===== src/rtl/core/swpi_pkg.sv =====
// ----------------------------------------------------------------------------
// Steering and wheel speed PI control: shared package
// Widths, fixed constants, configuration register indexes, the sequencer state
// type and the control word of the shared multiply-accumulate unit.
// ----------------------------------------------------------------------------
`default_nettype none

package swpi_pkg;

  // Field and register widths
  localparam int GAIN_W     = 12;
  localparam int CFG_IDX_W  = 4;
  localparam int ERROR_W    = 16;
  localparam int SENSOR_W   = 10;
  localparam int RATE_W     = 16;
  localparam int SPEED_W    = 12;
  localparam int DUTY_W     = 14;
  localparam int TGT_W      = 16;
  localparam int IN_DATA_W  = 96;
  localparam int OUT_DATA_W = 64;

  // Datapath widths: multiplier operands, accumulator, correction, wheel error
  localparam int OPA_W  = 22;
  localparam int OPB_W  = 13;
  localparam int ACC_W  = 32;
  localparam int CORR_W = 22;
  localparam int ERR_W  = 13;

  // Fixed constants (Q0.8 gains, duty limits, lost-sensor corrections, sensor thresholds)
  localparam int YAW_GAIN_HIGH   = 31;
  localparam int YAW_GAIN_LOW    = 8;
  localparam int CORR_SHARE      = 51;
  localparam int DUTY_LEFT_MAX   = 8000;
  localparam int DUTY_RIGHT_MAX  = 7000;
  localparam int DUTY_MIN        = -3500;
  localparam int LOST_LEFT_CORR  = -73;
  localparam int LOST_RIGHT_CORR = 74;
  localparam int SENSOR_NEAR     = 15;
  localparam int SENSOR_STRONG   = 45;

  // Configuration register indexes
  typedef enum logic [CFG_IDX_W-1:0] {
    CFG_STEER_P  = 4'd0,
    CFG_STEER_D  = 4'd1,
    CFG_YAW_SLOW = 4'd2,
    CFG_PIT_SLOW = 4'd3,
    CFG_LEFT_KP  = 4'd4,
    CFG_LEFT_KI  = 4'd5,
    CFG_RIGHT_KP = 4'd6,
    CFG_RIGHT_KI = 4'd7
  } cfg_reg_e;

  // Sequencer steps, one per cycle; idle waits for a tick and the push step stalls on a full output register
  typedef enum logic [4:0] {
    ST_IDLE,
    ST_MUL_EP,
    ST_MUL_DED,
    ST_MUL_YAWK,
    ST_CORR_SUM,
    ST_MUL_YG,
    ST_MUL_PG,
    ST_MUL_SH,
    ST_TGT_R,
    ST_TGT_L,
    ST_ERR,
    ST_MUL_LKP,
    ST_MUL_LKI,
    ST_DUTY_L,
    ST_CLAMP_L,
    ST_MUL_RKI,
    ST_DUTY_R,
    ST_CLAMP_R,
    ST_PUSH
  } swpi_state_e;

  // First adder operand of the accumulate unit
  typedef enum logic [1:0] {
    A_ZERO,
    A_ACC,
    A_EXT
  } add_sel_e;

  // Control word of the multiply-accumulate unit
  typedef struct packed {
    logic     mul_en;
    add_sel_e a_sel;
    logic     sub;
    logic     acc_en;
  } mac_ctrl_t;

endpackage

`default_nettype wire


===== src/rtl/core/steer_and_wheel_speed_pi_control.sv =====
// ----------------------------------------------------------------------------
// Steering and wheel speed PI control
// One control tick forms a steering correction from the line error, the
// sensor levels and the yaw rate, derives both wheel targets and runs an
// incremental PI loop per wheel, all through one shared multiplier.
// ----------------------------------------------------------------------------
//
//  Port group    Dir  Word contents
//  s_axis_*      in   one control tick: errors, sensor levels, rates, speeds
//  m_axis_*      out  one result: duties, targets, stopped flag
//  cfg_*         in   gain register writes, no read-back
//
// The result word is registered at the end of the step sequence, and the next
// tick can be accepted once the sequencer is back in idle. This is set by
// the ten products that go one after another through the single multiplier.
// The input side is ready only in the idle step; a new tick may be taken
// while the last result still waits on the output register.
// A full output register stalls the final step until the word is taken.
// Reset restores the gain defaults and clears the controller history.
// ----------------------------------------------------------------------------
`default_nettype none

module steer_and_wheel_speed_pi_control #(
  parameter int unsigned BASE_SPEED = 150
) (
  input  wire logic                                 clk_i,
  input  wire logic                                 rst_ni,
  // Input word, from bit 0: line_error[15:0], sensor_left[25:16],
  // sensor_right[35:26], yaw_rate[51:36], pitch_rate[67:52],
  // speed_left[79:68], speed_right[91:80], zero fill[95:92]
  input  wire logic                                 s_axis_tvalid,
  output logic                                      s_axis_tready,
  input  wire logic [swpi_pkg::IN_DATA_W-1:0]       s_axis_tdata,
  // Output word, from bit 0: duty_left[13:0], duty_right[27:14],
  // target_left[43:28], target_right[59:44], stopped[60], zero fill[63:61]
  output logic                                      m_axis_tvalid,
  input  wire logic                                 m_axis_tready,
  output logic [swpi_pkg::OUT_DATA_W-1:0]           m_axis_tdata,
  // Configuration writes
  input  wire logic                                 cfg_we_i,
  input  wire logic [swpi_pkg::CFG_IDX_W-1:0]       cfg_idx_i,
  input  wire logic [swpi_pkg::GAIN_W-1:0]          cfg_data_i
);
  import swpi_pkg::*;

  typedef struct packed {
    logic stopped;
    logic lost_l;
    logic lost_r;
    logic k_hi;
  } swpi_flags_t;

  localparam logic signed [ACC_W-1:0] BASE_Q16 = $signed(ACC_W'(BASE_SPEED << 16));

  // Floor a Q.16 value to Q8.8 and saturate to the target width.
  function automatic logic signed [TGT_W-1:0] sat_target(input logic signed [ACC_W-1:0] v);
    logic signed [ACC_W-1:0] f;
    logic signed [TGT_W-1:0] res;
    f = v >>> 8;
    if ((f[ACC_W-1:TGT_W-1] == '0) || (f[ACC_W-1:TGT_W-1] == '1)) begin
      res = f[TGT_W-1:0];
    end else if (f[ACC_W-1]) begin
      res = {1'b1, {(TGT_W-1){1'b0}}};
    end else begin
      res = {1'b0, {(TGT_W-1){1'b1}}};
    end
    return res;
  endfunction

  // Wheel error: (target - speed * 256) / 256, truncated toward zero.
  function automatic logic signed [ERR_W-1:0] wheel_err(input logic signed [TGT_W-1:0] t,
                                                        input logic signed [SPEED_W-1:0] v);
    logic signed [ERR_W-1:0] f;
    f = ERR_W'(t >>> 8) - ERR_W'(v);
    if (f[ERR_W-1] && (t[7:0] != 8'd0)) begin
      f = f + ERR_W'(1);
    end
    return f;
  endfunction

  // Truncate a Q.8 duty toward zero and clamp it to the wheel limits.
  function automatic logic signed [DUTY_W-1:0] clamp_duty(input logic signed [ACC_W-1:0] v,
                                                          input logic signed [DUTY_W-1:0] hi);
    logic signed [ACC_W-1:0]  fl;
    logic signed [ACC_W-1:0]  hi_w;
    logic signed [ACC_W-1:0]  lo_w;
    logic signed [DUTY_W-1:0] res;
    fl = v >>> 8;
    if (v[ACC_W-1] && (v[7:0] != 8'd0)) begin
      fl = fl + ACC_W'(1);
    end
    hi_w = hi;
    lo_w = ACC_W'(DUTY_MIN);
    if (fl >= hi_w) begin
      res = hi;
    end else if (fl <= lo_w) begin
      res = DUTY_W'(DUTY_MIN);
    end else begin
      res = fl[DUTY_W-1:0];
    end
    return res;
  endfunction

  swpi_state_e state_q, state_d;

  // Gain registers
  logic [GAIN_W-1:0] steer_p_q, steer_d_q, yaw_slow_q, pit_slow_q;
  logic [GAIN_W-1:0] left_kp_q, left_ki_q, right_kp_q, right_ki_q;

  // Controller history
  logic signed [ERROR_W-1:0] prev_line_error_q;
  logic signed [ERR_W-1:0]   prev_err_l_q, prev_err_r_q;
  logic signed [DUTY_W-1:0]  duty_acc_l_q, duty_acc_r_q;

  // Latched tick and working values
  logic signed [ERROR_W-1:0] e_q;
  logic signed [RATE_W-1:0]  yaw_q, pitch_q;
  logic signed [SPEED_W-1:0] vl_q, vr_q;
  swpi_flags_t               flags_q;
  logic signed [CORR_W-1:0]  corr_q;
  logic signed [TGT_W-1:0]   tl_q, tr_q;
  logic signed [ERR_W-1:0]   err_l_q, err_r_q;

  // Output register
  logic                      out_valid_q;
  logic signed [DUTY_W-1:0]  out_dl_q, out_dr_q;
  logic signed [TGT_W-1:0]   out_tl_q, out_tr_q;
  logic                      out_stop_q;

  // Accept-time sensor decode
  logic [SENSOR_W-1:0] sl, sr, sdiff;
  swpi_flags_t         flags_d;

  // Shared unit hookup
  mac_ctrl_t                mac_ctrl;
  logic signed [OPA_W-1:0]  mul_a;
  logic signed [OPB_W-1:0]  mul_b;
  logic signed [ACC_W-1:0]  ext_val;
  logic signed [ACC_W-1:0]  acc_val;
  logic signed [ACC_W-1:0]  sum_val;
  logic signed [OPA_W-1:0]  yaw_abs, pitch_abs;

  logic in_fire, out_free;

  assign in_fire       = s_axis_tvalid && s_axis_tready;
  assign out_free      = !out_valid_q || m_axis_tready;
  assign s_axis_tready = (state_q == ST_IDLE);
  assign m_axis_tvalid = out_valid_q;
  assign m_axis_tdata  = {3'b000, out_stop_q, out_tr_q, out_tl_q, out_dr_q, out_dl_q};

  // Sensor conditions of the incoming tick.
  assign sl    = s_axis_tdata[25:16];
  assign sr    = s_axis_tdata[35:26];
  assign sdiff = (sl >= sr) ? (sl - sr) : (sr - sl);

  always_comb begin
    flags_d.stopped = (sl == '0) && (sr == '0);
    flags_d.lost_l  = (sl <= SENSOR_W'(SENSOR_NEAR)) && (sl < sr);
    flags_d.lost_r  = !flags_d.lost_l && (sr <= SENSOR_W'(SENSOR_NEAR)) &&
                      (sl != '0) && (sr < sl);
    flags_d.k_hi    = (sdiff <= SENSOR_W'(SENSOR_NEAR)) &&
                      (sl >= SENSOR_W'(SENSOR_STRONG)) && (sr >= SENSOR_W'(SENSOR_STRONG));
  end

  assign yaw_abs   = yaw_q[RATE_W-1] ? -OPA_W'(yaw_q) : OPA_W'(yaw_q);
  assign pitch_abs = pitch_q[RATE_W-1] ? -OPA_W'(pitch_q) : OPA_W'(pitch_q);

  // Next-state logic of the sequencer.
  always_comb begin
    state_d = state_q;
    case (state_q)
      ST_IDLE:     if (s_axis_tvalid) state_d = ST_MUL_EP;
      ST_MUL_EP:   state_d = ST_MUL_DED;
      ST_MUL_DED:  state_d = ST_MUL_YAWK;
      ST_MUL_YAWK: state_d = ST_CORR_SUM;
      ST_CORR_SUM: state_d = ST_MUL_YG;
      ST_MUL_YG:   state_d = ST_MUL_PG;
      ST_MUL_PG:   state_d = ST_MUL_SH;
      ST_MUL_SH:   state_d = ST_TGT_R;
      ST_TGT_R:    state_d = ST_TGT_L;
      ST_TGT_L:    state_d = ST_ERR;
      ST_ERR:      state_d = ST_MUL_LKP;
      ST_MUL_LKP:  state_d = ST_MUL_LKI;
      ST_MUL_LKI:  state_d = ST_DUTY_L;
      ST_DUTY_L:   state_d = ST_CLAMP_L;
      ST_CLAMP_L:  state_d = ST_MUL_RKI;
      ST_MUL_RKI:  state_d = ST_DUTY_R;
      ST_DUTY_R:   state_d = ST_CLAMP_R;
      ST_CLAMP_R:  state_d = ST_PUSH;
      ST_PUSH:     if (out_free) state_d = ST_IDLE;
      default:     state_d = ST_IDLE;
    endcase
  end

  // Unit control and operand selection for each step.
  always_comb begin
    mac_ctrl = '{mul_en: 1'b0, a_sel: A_ACC, sub: 1'b0, acc_en: 1'b0};
    mul_a    = OPA_W'(e_q);
    mul_b    = $signed({1'b0, steer_p_q});
    ext_val  = BASE_Q16;
    case (state_q)
      ST_MUL_EP: begin
        mac_ctrl.mul_en = 1'b1;
      end
      ST_MUL_DED: begin
        mac_ctrl = '{mul_en: 1'b1, a_sel: A_ZERO, sub: 1'b0, acc_en: 1'b1};
        mul_a    = OPA_W'(e_q) - OPA_W'(prev_line_error_q);
        mul_b    = $signed({1'b0, steer_d_q});
      end
      ST_MUL_YAWK: begin
        mac_ctrl = '{mul_en: 1'b1, a_sel: A_ACC, sub: 1'b0, acc_en: 1'b1};
        mul_a    = OPA_W'(yaw_q);
        mul_b    = flags_q.k_hi ? OPB_W'(YAW_GAIN_HIGH) : OPB_W'(YAW_GAIN_LOW);
      end
      ST_CORR_SUM: begin
        mac_ctrl.acc_en = 1'b1;
      end
      ST_MUL_YG: begin
        mac_ctrl.mul_en = 1'b1;
        mul_a           = yaw_abs;
        mul_b           = $signed({1'b0, yaw_slow_q});
      end
      ST_MUL_PG: begin
        mac_ctrl = '{mul_en: 1'b1, a_sel: A_EXT, sub: 1'b1, acc_en: 1'b1};
        mul_a    = pitch_abs;
        mul_b    = $signed({1'b0, pit_slow_q});
        ext_val  = BASE_Q16;
      end
      ST_MUL_SH: begin
        mac_ctrl = '{mul_en: 1'b1, a_sel: A_ACC, sub: 1'b1, acc_en: 1'b1};
        mul_a    = corr_q;
        mul_b    = OPB_W'(CORR_SHARE);
      end
      ST_TGT_R: begin
        mac_ctrl.sub = 1'b1;
      end
      ST_MUL_LKP: begin
        mac_ctrl.mul_en = 1'b1;
        mul_a           = OPA_W'(err_l_q) - OPA_W'(prev_err_l_q);
        mul_b           = $signed({1'b0, left_kp_q});
      end
      ST_MUL_LKI: begin
        mac_ctrl = '{mul_en: 1'b1, a_sel: A_EXT, sub: 1'b0, acc_en: 1'b1};
        mul_a    = OPA_W'(err_l_q);
        mul_b    = $signed({1'b0, left_ki_q});
        ext_val  = ACC_W'(duty_acc_l_q) <<< 8;
      end
      ST_DUTY_L: begin
        mac_ctrl.acc_en = 1'b1;
      end
      ST_CLAMP_L: begin
        mac_ctrl.mul_en = 1'b1;
        mul_a           = OPA_W'(err_r_q) - OPA_W'(prev_err_r_q);
        mul_b           = $signed({1'b0, right_kp_q});
      end
      ST_MUL_RKI: begin
        mac_ctrl = '{mul_en: 1'b1, a_sel: A_EXT, sub: 1'b0, acc_en: 1'b1};
        mul_a    = OPA_W'(err_r_q);
        mul_b    = $signed({1'b0, right_ki_q});
        ext_val  = ACC_W'(duty_acc_r_q) <<< 8;
      end
      ST_DUTY_R: begin
        mac_ctrl.acc_en = 1'b1;
      end
      default: begin
        mac_ctrl = '{mul_en: 1'b0, a_sel: A_ACC, sub: 1'b0, acc_en: 1'b0};
      end
    endcase
  end

  swpi_mac u_mac (
    .clk_i   (clk_i),
    .ctrl_i  (mac_ctrl),
    .mul_a_i (mul_a),
    .mul_b_i (mul_b),
    .ext_i   (ext_val),
    .acc_o   (acc_val),
    .sum_o   (sum_val)
  );

  // Control state, gains and controller history.
  always_ff @(posedge clk_i or negedge rst_ni) begin
    if (!rst_ni) begin
      state_q           <= ST_IDLE;
      out_valid_q       <= 1'b0;
      steer_p_q         <= GAIN_W'(493);
      steer_d_q         <= GAIN_W'(73);
      yaw_slow_q        <= GAIN_W'(33);
      pit_slow_q        <= GAIN_W'(64);
      left_kp_q         <= GAIN_W'(512);
      left_ki_q         <= GAIN_W'(566);
      right_kp_q        <= GAIN_W'(714);
      right_ki_q        <= GAIN_W'(538);
      prev_line_error_q <= '0;
      prev_err_l_q      <= '0;
      prev_err_r_q      <= '0;
      duty_acc_l_q      <= '0;
      duty_acc_r_q      <= '0;
    end else begin
      state_q <= state_d;

      if (state_q == ST_PUSH && out_free) begin
        out_valid_q <= 1'b1;
      end else if (m_axis_tready) begin
        out_valid_q <= 1'b0;
      end

      if (cfg_we_i) begin
        case (cfg_idx_i)
          CFG_STEER_P:  steer_p_q  <= cfg_data_i;
          CFG_STEER_D:  steer_d_q  <= cfg_data_i;
          CFG_YAW_SLOW: yaw_slow_q <= cfg_data_i;
          CFG_PIT_SLOW: pit_slow_q <= cfg_data_i;
          CFG_LEFT_KP:  left_kp_q  <= cfg_data_i;
          CFG_LEFT_KI:  left_ki_q  <= cfg_data_i;
          CFG_RIGHT_KP: right_kp_q <= cfg_data_i;
          CFG_RIGHT_KI: right_ki_q <= cfg_data_i;
          default: ;
        endcase
      end

      // The line error history moves only on a normal PD correction.
      if (state_q == ST_MUL_YG &&
          !(flags_q.stopped || flags_q.lost_l || flags_q.lost_r)) begin
        prev_line_error_q <= e_q;
      end

      if (state_q == ST_CLAMP_L) begin
        prev_err_l_q <= err_l_q;
        duty_acc_l_q <= clamp_duty(acc_val, DUTY_W'(DUTY_LEFT_MAX));
      end

      if (state_q == ST_CLAMP_R) begin
        prev_err_r_q <= err_r_q;
        duty_acc_r_q <= clamp_duty(acc_val, DUTY_W'(DUTY_RIGHT_MAX));
      end
    end
  end

  // Working values and the result word.
  always_ff @(posedge clk_i) begin
    if (in_fire) begin
      e_q     <= s_axis_tdata[15:0];
      yaw_q   <= s_axis_tdata[51:36];
      pitch_q <= s_axis_tdata[67:52];
      vl_q    <= s_axis_tdata[79:68];
      vr_q    <= s_axis_tdata[91:80];
      flags_q <= flags_d;
    end

    // Correction: fixed value on a lost sensor, else the floored sum of the PD and yaw terms.
    if (state_q == ST_MUL_YG) begin
      if (flags_q.lost_l) begin
        corr_q <= CORR_W'(LOST_LEFT_CORR * 256);
      end else if (flags_q.lost_r) begin
        corr_q <= CORR_W'(LOST_RIGHT_CORR * 256);
      end else begin
        corr_q <= acc_val[CORR_W+7:8];
      end
    end

    if (state_q == ST_TGT_R) begin
      tr_q <= flags_q.stopped ? '0 : sat_target(sum_val);
    end
    if (state_q == ST_TGT_L) begin
      tl_q <= flags_q.stopped ? '0 : sat_target(sum_val);
    end

    if (state_q == ST_ERR) begin
      err_l_q <= wheel_err(tl_q, vl_q);
      err_r_q <= wheel_err(tr_q, vr_q);
    end

    if (state_q == ST_PUSH && out_free) begin
      out_dl_q   <= duty_acc_l_q;
      out_dr_q   <= duty_acc_r_q;
      out_tl_q   <= tl_q;
      out_tr_q   <= tr_q;
      out_stop_q <= flags_q.stopped;
    end
  end

`ifndef NO_ASSERTIONS
  // Left duty stays within its clamp limits.
  a_duty_l_range: assert property (@(posedge clk_i) disable iff (!rst_ni)
    out_valid_q |-> (out_dl_q >= DUTY_W'(DUTY_MIN)) && (out_dl_q <= DUTY_W'(DUTY_LEFT_MAX)))
    else $error("left duty outside its limits");

  // Right duty stays within its clamp limits.
  a_duty_r_range: assert property (@(posedge clk_i) disable iff (!rst_ni)
    out_valid_q |-> (out_dr_q >= DUTY_W'(DUTY_MIN)) && (out_dr_q <= DUTY_W'(DUTY_RIGHT_MAX)))
    else $error("right duty outside its limits");

  // A stopped tick reports zero targets.
  a_stop_targets: assert property (@(posedge clk_i) disable iff (!rst_ni)
    (out_valid_q && out_stop_q) |-> (out_tl_q == '0) && (out_tr_q == '0))
    else $error("stopped result with nonzero target");

  // Lost or stopped ticks keep the line error history.
  a_prev_kept: assert property (@(posedge clk_i) disable iff (!rst_ni)
    (state_q == ST_MUL_YG && (flags_q.stopped || flags_q.lost_l || flags_q.lost_r))
      |=> $stable(prev_line_error_q))
    else $error("line error history moved on a lost or stopped tick");

  // An accepted tick starts the sequence at once.
  a_start: assert property (@(posedge clk_i) disable iff (!rst_ni)
    in_fire |=> (state_q == ST_MUL_EP))
    else $error("accepted tick did not start the sequence");
`endif

endmodule

`default_nettype wire


===== src/rtl/core/swpi_mac.sv =====
// ----------------------------------------------------------------------------
// Shared multiply-accumulate unit
// One signed multiplier with a registered product, followed by one adder
// that adds or subtracts the product to the accumulator, an external value
// or zero.
// ----------------------------------------------------------------------------
`default_nettype none

module swpi_mac (
  input  wire logic                                   clk_i,
  input  wire swpi_pkg::mac_ctrl_t                    ctrl_i,
  input  wire logic signed [swpi_pkg::OPA_W-1:0]      mul_a_i,
  input  wire logic signed [swpi_pkg::OPB_W-1:0]      mul_b_i,
  input  wire logic signed [swpi_pkg::ACC_W-1:0]      ext_i,
  output logic signed [swpi_pkg::ACC_W-1:0]           acc_o,
  output logic signed [swpi_pkg::ACC_W-1:0]           sum_o
);
  import swpi_pkg::*;

  logic signed [OPA_W+OPB_W-1:0] mul_full;
  logic signed [ACC_W-1:0]       prod_q;
  logic signed [ACC_W-1:0]       acc_q;
  logic signed [ACC_W-1:0]       add_a;

  // Full product; every product used here fits the accumulator width.
  assign mul_full = mul_a_i * mul_b_i;

  // Adder operand selection and the add or subtract of the product.
  always_comb begin
    case (ctrl_i.a_sel)
      A_ZERO:  add_a = '0;
      A_ACC:   add_a = acc_q;
      A_EXT:   add_a = ext_i;
      default: add_a = '0;
    endcase
  end

  assign sum_o = ctrl_i.sub ? (add_a - prod_q) : (add_a + prod_q);
  assign acc_o = acc_q;

  // Product and accumulator registers.
  always_ff @(posedge clk_i) begin
    if (ctrl_i.mul_en) begin
      prod_q <= mul_full[ACC_W-1:0];
    end
    if (ctrl_i.acc_en) begin
      acc_q <= sum_o;
    end
  end

endmodule

`default_nettype wire

===== config.mk =====
export PLATFORM = sky130hd
export DESIGN_NAME = steer_and_wheel_speed_pi_control
export DESIGN_NICKNAME = d
export VERILOG_FILES = /design/src/rtl/core/swpi_pkg.sv /design/src/rtl/core/steer_and_wheel_speed_pi_control.sv /design/src/rtl/core/swpi_mac.sv
export SDC_FILE = /design/constraint.sdc
export NUM_CORES = 2
export LEC_CHECK = 0
export ABC_AREA = 0
export BUFFER_PORTS_ARGS = -buffer_cell sky130_fd_sc_hd__buf_2
export CORE_ASPECT_RATIO = 0.6
export CORE_UTILIZATION = 47
export CTS_CLUSTER_DIAMETER = 200
export CTS_CLUSTER_SIZE = 16
export DETAILED_ROUTE_END_ITERATION = 6
export GPL_TIMING_DRIVEN = 0
export PLACE_DENSITY = 0.72
export RECOVER_POWER = 50
export SYNTH_ARGS = -nofsm -noshare
export SYNTH_HDL_FRONTEND = slang
export SYNTH_HIERARCHICAL = 1
export SYNTH_SLANG_ARGS = --single-unit
export TNS_END_PERCENT = 5

===== constraint.sdc =====
create_clock -name clk_i -period 8.85 [get_ports clk_i]
set_clock_uncertainty 0.05 [all_clocks]
set_input_delay 2.655 -clock clk_i [delete_from_list [all_inputs] [get_ports clk_i]]
set_output_delay 2.655 -clock clk_i [all_outputs]
set_load 0.01 [all_outputs]

# ---- Yosys cells after proc, flatten, opt, wreduce, memory -nomap -nowiden
# Cells that the tools add are included.
dict set report word_totals {
  inputBits 117
  ff_bits 453
  elab_cells 169
  output_inout_bits 66
}
dict set report classes {
  n_eq_ne 30
  muxes 31
  multipliers 1
  add_sub_neg 14
  n_reduce_logical 44
  n_lt_le_gt_ge 12
}
# cell n
set ops {}
lappend ops {{$pmux W22 S9} 1}
lappend ops {{$mux W32} 4}
lappend ops {{$pmux W32 S2} 2}
lappend ops {{$pmux W12 S9} 1}
lappend ops {{$pmux W5 S19} 1}
lappend ops {{$mux W22} 3}
lappend ops {{$ge A32 B14 Y1 const B} 2}
lappend ops {{$le A32 B13 Y1 const B} 2}
lappend ops {{$mux W14} 4}
lappend ops {{$mux W16} 3}
lappend ops {{$neg A16 Y22} 2}
lappend ops {{$eq A5 B4 Y1 const B} 8}
lappend ops {{$add A32 B32 Y32} 1}
lappend ops {{$mul A22 B13 Y32} 1}
lappend ops {{$sub A32 B32 Y32} 1}
lappend ops {{$le A10 B4 Y1 const B} 3}
lappend ops {{$sub A13 B13 Y14} 2}
lappend ops {{$add A13 B2 Y13 const B} 2}
lappend ops {{$mux W13} 2}
lappend ops {{$sub A8 B12 Y13} 2}
lappend ops {{$add A24 B2 Y25 const B} 1}
lappend ops {{$reduce_bool A8 Y1} 3}
lappend ops {{$eq A5 B3 Y1 const B} 4}
lappend ops {{$ge A10 B6 Y1 const B} 2}
lappend ops {{other kinds (32)} 75}

# ---- Logic depth before layout (Yosys ltp)
dict set report logic_depth {
  depth_word 11
  mapped_depth 32
  mapped_depth_nobuf 32
}

# ---- Cells and area by module
# Netlist, hierarchy kept.
# module n_inst area_each_um2 cells_per_inst seq_area_each_um2
set modules_own_cells {}
lappend modules_own_cells {steer_and_wheel_speed_pi_control 1 21408.0 1928 10855.4}
lappend modules_own_cells {swpi_mac 1 13603.0 1440 1921.8}

# ---- Worst setup path before layout
# OpenSTA, ideal clock, no wires.
dict set report synth_timing {
  kind {register to register}
  from {register state_q[3]}
  to {register u_mac.prod_q[31] (data pin)}
  path_stages_with_launch 28
  setup_slack_ns 0.266
  n_path_buf 4
  required_ns 8.540
  t_arrival_ns 8.274
  synth_period_minus_slack_ns 8.584
  setup_ns 0.260
  path_cell_list {dfrtp_1 > clkbuf_1 > nand2b_1 > or3_1 > clkbuf_1 > clkinv_1 > clkbuf_1 > a222oi_1 > nand4_1 > clkbuf_1 > nand2_1 > fa_1 > fa_1 > inv_1 > fa_1 > fa_1 > fa_1 > fa_1 > ha_1 > and2_1 > or4_1 > o22a_1 > a211o_1 > a311oi_2 > nor3_1 > or3_1 > a21oi_1 > xnor2_1}
}
dict set report synth_via {
  elab_chain_len 3
  word_cells_on_any_way 12
  classes_between {mul (1); eq/ne (9); mux (2)}
}
# element line_no
set synth_rtl {}
lappend synth_rtl {{start, declared} steer_and_wheel_speed_pi_control.sv:104} ;# swpi_state_e state_q, state_d;
lappend synth_rtl {{start signal, assigned} steer_and_wheel_speed_pi_control.sv:300} ;# state_q <= state_d;
lappend synth_rtl {{$eq A5 B4 Y1, or another cell as far along} steer_and_wheel_speed_pi_control.sv:201} ;# case (state_q)
lappend synth_rtl {{$pmux W12 S9 *} steer_and_wheel_speed_pi_control.sv:201}
lappend synth_rtl {{named net mul_b[6]} steer_and_wheel_speed_pi_control.sv:137} ;# logic signed [OPB_W-1:0] mul_b;
lappend synth_rtl {{$mul A22 B13 Y32 *} swpi_mac.sv:26} ;# assign mul_full = mul_a_i * mul_b_i;
lappend synth_rtl {{named net u_mac.mul_full[31]} swpi_mac.sv:20} ;# logic signed [OPA_W+OPB_W-1:0] mul_full;
lappend synth_rtl {{end signal, assigned} swpi_mac.sv:44} ;# prod_q <= mul_full[ACC_W-1:0];
lappend synth_rtl {{end, declared} swpi_mac.sv:21} ;# logic signed [ACC_W-1:0] prod_q;
# The timed path passes the listed nets; every way through them passes the cells marked *.
# A chain may end at the register's enable or synchronous reset.

# ---- Worst setup path after layout
dict set report layout_timing {
  from {register yaw_q[0]}
  to {register u_mac.prod_q[31] (data pin)}
}
dict set report layout_via {
  elab_chain_len 4
}
# element line_no
set layout_rtl {}
lappend layout_rtl {{start, declared} steer_and_wheel_speed_pi_control.sv:117} ;# logic signed [RATE_W-1:0] yaw_q, pitch_q;
lappend layout_rtl {{start signal, assigned} steer_and_wheel_speed_pi_control.sv:344} ;# yaw_q <= s_axis_tdata[51:36];
lappend layout_rtl {{$neg A16 Y22} steer_and_wheel_speed_pi_control.sv:165} ;# assign yaw_abs = yaw_q[RATE_W-1] ? -OPA_W'(yaw_q) : OPA_W'(yaw_q);
lappend layout_rtl {{$mux W22} steer_and_wheel_speed_pi_control.sv:165}
lappend layout_rtl {{$pmux W22 S9} steer_and_wheel_speed_pi_control.sv:201}
lappend layout_rtl {{named net mul_a[11]} steer_and_wheel_speed_pi_control.sv:136} ;# logic signed [OPA_W-1:0] mul_a;
lappend layout_rtl {{$mul A22 B13 Y32} swpi_mac.sv:26}
lappend layout_rtl {{named net u_mac.mul_full[31]} swpi_mac.sv:20}
# The timed path passes the listed nets, and every way through them passes these cells.

==> summary.md <==
| Metric | Value |
|---|---|
| Clock tree sinks | `453` |
| First-pass GRT wire length | `163000 um` |
| Worst Hold End | `out_tr_q[1]` |
| Post-synth top cells | `337 x inv_1, 291 x nand2_1, 281 x edfxtp_1, 252 x fa_1, 203 x ha_1` |
| Crit path required time | `9.10 ns` |
| CTS tree | `done` |
| Clock transition at the registers of the reported paths | `0.08 ns` |
| Post-Route WL | `108000 um` |
| Worst setup SP type | `flop` |
| Synth unique cells | `104` |
| Sequential element share of the synthesized area | `36.5%` |
| Failing checks | `capacitance limit, slew limit, setup timing` |
| Pre-CTS setup slack | `-1.85 ns` |
| Setup TNS | `-0.184 ns` |
| DP HPWL | `86000 um` |
| Cells after Synth | `3368` |
| EDFF count, synth | `281` |
| Clk buf depth | `3` |
| # diodes | `0` |
| Drt first pass iters | `7` |
| Worst min path class | `flop to flop` |
| CP max stage cell | `nor3_1` |
| Worst Path Buf+Inv | `2` |
| Critical Path Most Common Cell | `fa_1` |
| Max Slew Vio Count | `189` |
| Synth Warn # | `6` |
| Top cell type's share of synthesized area | `24.1%` |
| Cell taking the most area after synthesis | `edfxtp_1` |
| Fin crit share | `102%` |
| Max H-tree Level | `2` |
| Flops & latches, synth | `453` |
| Num CTS Buffers | `34` |
| CP max stage delay | `0.57 ns` |
| # fillers | `6549` |
| Die height | `213 um` |
| Status | `finished, violations left` |
| Vias in the first global route | `26053` |
| Largest net degree at the start of global routing | `118` |
| Via count | `27290` |
| WL per Instance | `23.3 um` |
| Reg2Reg Launch Point | `yaw_q[0]` |
| R2r worst-path depth | `27` |
| RSZ-0062 raised after global routing | `yes` |
| Crit. End Element | `flop` |
| Critical path class | `flop to flop` |
| Max cap viols | `3` |
| Hold_ws | `0.401 ns` |
| Final hold violation count | `0` |
| Reg2reg end | `u_mac/prod_q[31]` |
| Antenna-violating nets left | `0` |
| Mapped cell area | `35000 sq um` |
| Clock tree root buffer cell | `clkbuf_16` |
| Initial antenna violation count | `2` |
| Initial core utilization | `47.5%` |
| Skew-Pair Late Insertion Delay | `0.59 ns` |
| Slew @ Worst Pin | `3.23 ns` |
| DRT iter0 DRCs | `3279` |
| WP data arrival | `9.24 ns` |
| Final number of setup-violating endpoints | `2` |
| Worst R2R Setup Slack | `-0.14 ns` |
| Maximum clock rate | `111 MHz` |
| PnR worst setup slack | `-0.138 ns` |
| Critical Path Stages | `27` |
| Min cycle time layout | `8.99 ns` |
| Total core area | `73700 sq um` |
| Io pins | `183` |
| Area contributors post-synth | `edfxtp_1 24%, fa_1 14%, dfrtp_1 10%` |
| Post-synth ARST share | `38.0%` |
| HP Start | `tr_q[1]` |
| Count leader, synth | `inv_1` |
| Worst-path maximum fanout | `4` |
| IO Port Bufs | `175` |
| Die area | `75600 sq um` |
| Post-synth top flop | `edfxtp_1` |
| Synthesis-to-layout area growth | `11.6%` |
| Vias per inst | `5.89` |
| Post-Syn Area per Cell | `10.4 sq um` |
| Top Family by Delay on Critical Path | `adder cells` |
| Die Span X | `354 um` |
| Share of post-route cells with drive strength above 1 | `15.6%` |
| Cts hold-fix bufs | `0` |
| Drt drc | `0` |
| WHS Path Cells | `0` |
| Rel. slew slack | `-116%` |
| # rows | `77` |
| Grt ovf | `0` |
| Gr usage total | `28.6%` |
| # nets final | `4195` |
| Gpl congestion | `1.01` |
per-layer routing:
layer | routed length [um] | global-route usage [%]
met2 | 40700 | 36.9
met3 | 15200 | 10.4
met4 | 1230 | 3.57
met1 | 50700 | 45.8
met5 | 0 | 0
worst register-to-register path: cells and delay by family (launching register included):
kind,cells,cell delay [ns]
fa+ha+maj,7,3.31
flops,1,0.50
xor+xnor,2,0.22
simple gates,8,2.30
compound gates,8,2.21
buf+inv,2,0.13
per-stage QoR:
stage | instances | area (sq um) | util, %
floorplan | 3381 | 35100 | -
global placement | 4543 | 37200 | 50.4
detailed placement | 4557 | 37500 | 50.8
CTS | 4631 | 39000 | 52.9
global route | 4636 | 39100 | 53.0
finish | 4636 | 39100 | 53.0
placed cells by master (no fill, tap or decap), types with 16 or more instances in the layout:
cell type | netlist | routed
xor2_1 | 56 | 56
ha_1 | 203 | 197
inv_1 | 337 | 329
clkbuf_2 | 1 | 27
xnor2_1 | 149 | 145
mux2_2 | 114 | 114
edfxtp_1 | 281 | 281
dfrtp_1 | 144 | 144
nor2b_1 | 46 | 46
buf_2 | 4 | 169
nand2_1 | 291 | 290
o21ai_0 | 137 | 131
a221oi_1 | 19 | 17
a21o_1 | 57 | 57
and2_1 | 145 | 137
dfstp_2 | 28 | 28
nor4_1 | 20 | 17
fa_1 | 252 | 247
nand3_1 | 46 | 46
clkbuf_1 | 121 | 114
or3_1 | 19 | 16
a22oi_1 | 78 | 78
clkbuf_4 | 1 | 17
nor2_1 | 179 | 173
nand4_1 | 32 | 32
clkbuf_16 | 0 | 35
nor3_1 | 43 | 37
o21a_1 | 20 | 20
a22o_1 | 23 | 23
a21oi_1 | 154 | 144
buf_4 | 9 | 34
a211oi_1 | 21 | 19
nand2b_1 | 36 | 33
a31oi_1 | 21 | 16
and3_1 | 20 | 20
o211ai_1 | 16 | 16
cell type report:
class / count / area, sq um / share of cell area [%]
clock buffer: 59 / 966 / 2.47
multi-input combinational: 2443 / 20900 / 53.5
buffer: 141 / 729 / 1.87
tap: 987 / 1230 / 3.16
sequential: 453 / 12800 / 32.7
timing repair buffer: 212 / 1140 / 2.92
inverter: 338 / 1270 / 3.25
clock inverter: 3 / 48.8 / 0.125
logic make-up (layout without fill, tap and decap cells):
| kind of cell | after synthesis | count (layout) | synth area share [%] |
|---|---|---|---|
| compound gates | 691 | 691 | 13.5 |
| xor+xnor | 205 | 205 | 5.13 |
| fa+ha+maj | 455 | 455 | 21.7 |
| buf+inv | 485 | 753 | 5.42 |
| flops | 453 | 453 | 36.5 |
| mux | 123 | 123 | 3.92 |
| other cells | 1 | 14 | 0.0107 |
| simple gates | 955 | 955 | 13.9 |
what timing repair did:
item                       in CTS  in global routing
setup endpoints to repair      40                 28
pin swaps                      33                 17
buffers inserted               16                  7
resized for setup             133                 70
how the worst max path moves through the flow:
stage                from               end  slack (ns)
2_1_floorplan  state_q[3]  u_mac/prod_q[31]        0.27
3_3_place_gp   state_q[0]  u_mac/prod_q[31]       -2.01
3_5_place_dp   state_q[4]  u_mac/prod_q[31]       -1.85
4_1_cts            e_q[0]  u_mac/prod_q[31]       -0.12
5_1_grt          yaw_q[0]  u_mac/prod_q[31]       -0.28
6_report         yaw_q[0]  u_mac/prod_q[31]       -0.14
flip-flops by register name (all words and copies together) (netlist names), 13 cells and up:
name,count
corr_q,22
duty_acc_l_q,14
duty_acc_r_q,14
e_q,16
err_l_q,13
err_r_q,13
out_dl_q,14
out_dr_q,14
out_tl_q,16
out_tr_q,16
pitch_q,16
prev_err_l_q,13
prev_err_r_q,13
prev_line_error_q,16
tl_q,16
tr_q,16
u_mac/acc_o,32
u_mac/prod_q,32
yaw_q,16
Power is left out: the tool's default activity adds up to more than one toggle a clock period on the data nets, which glitch-free logic cannot reach.
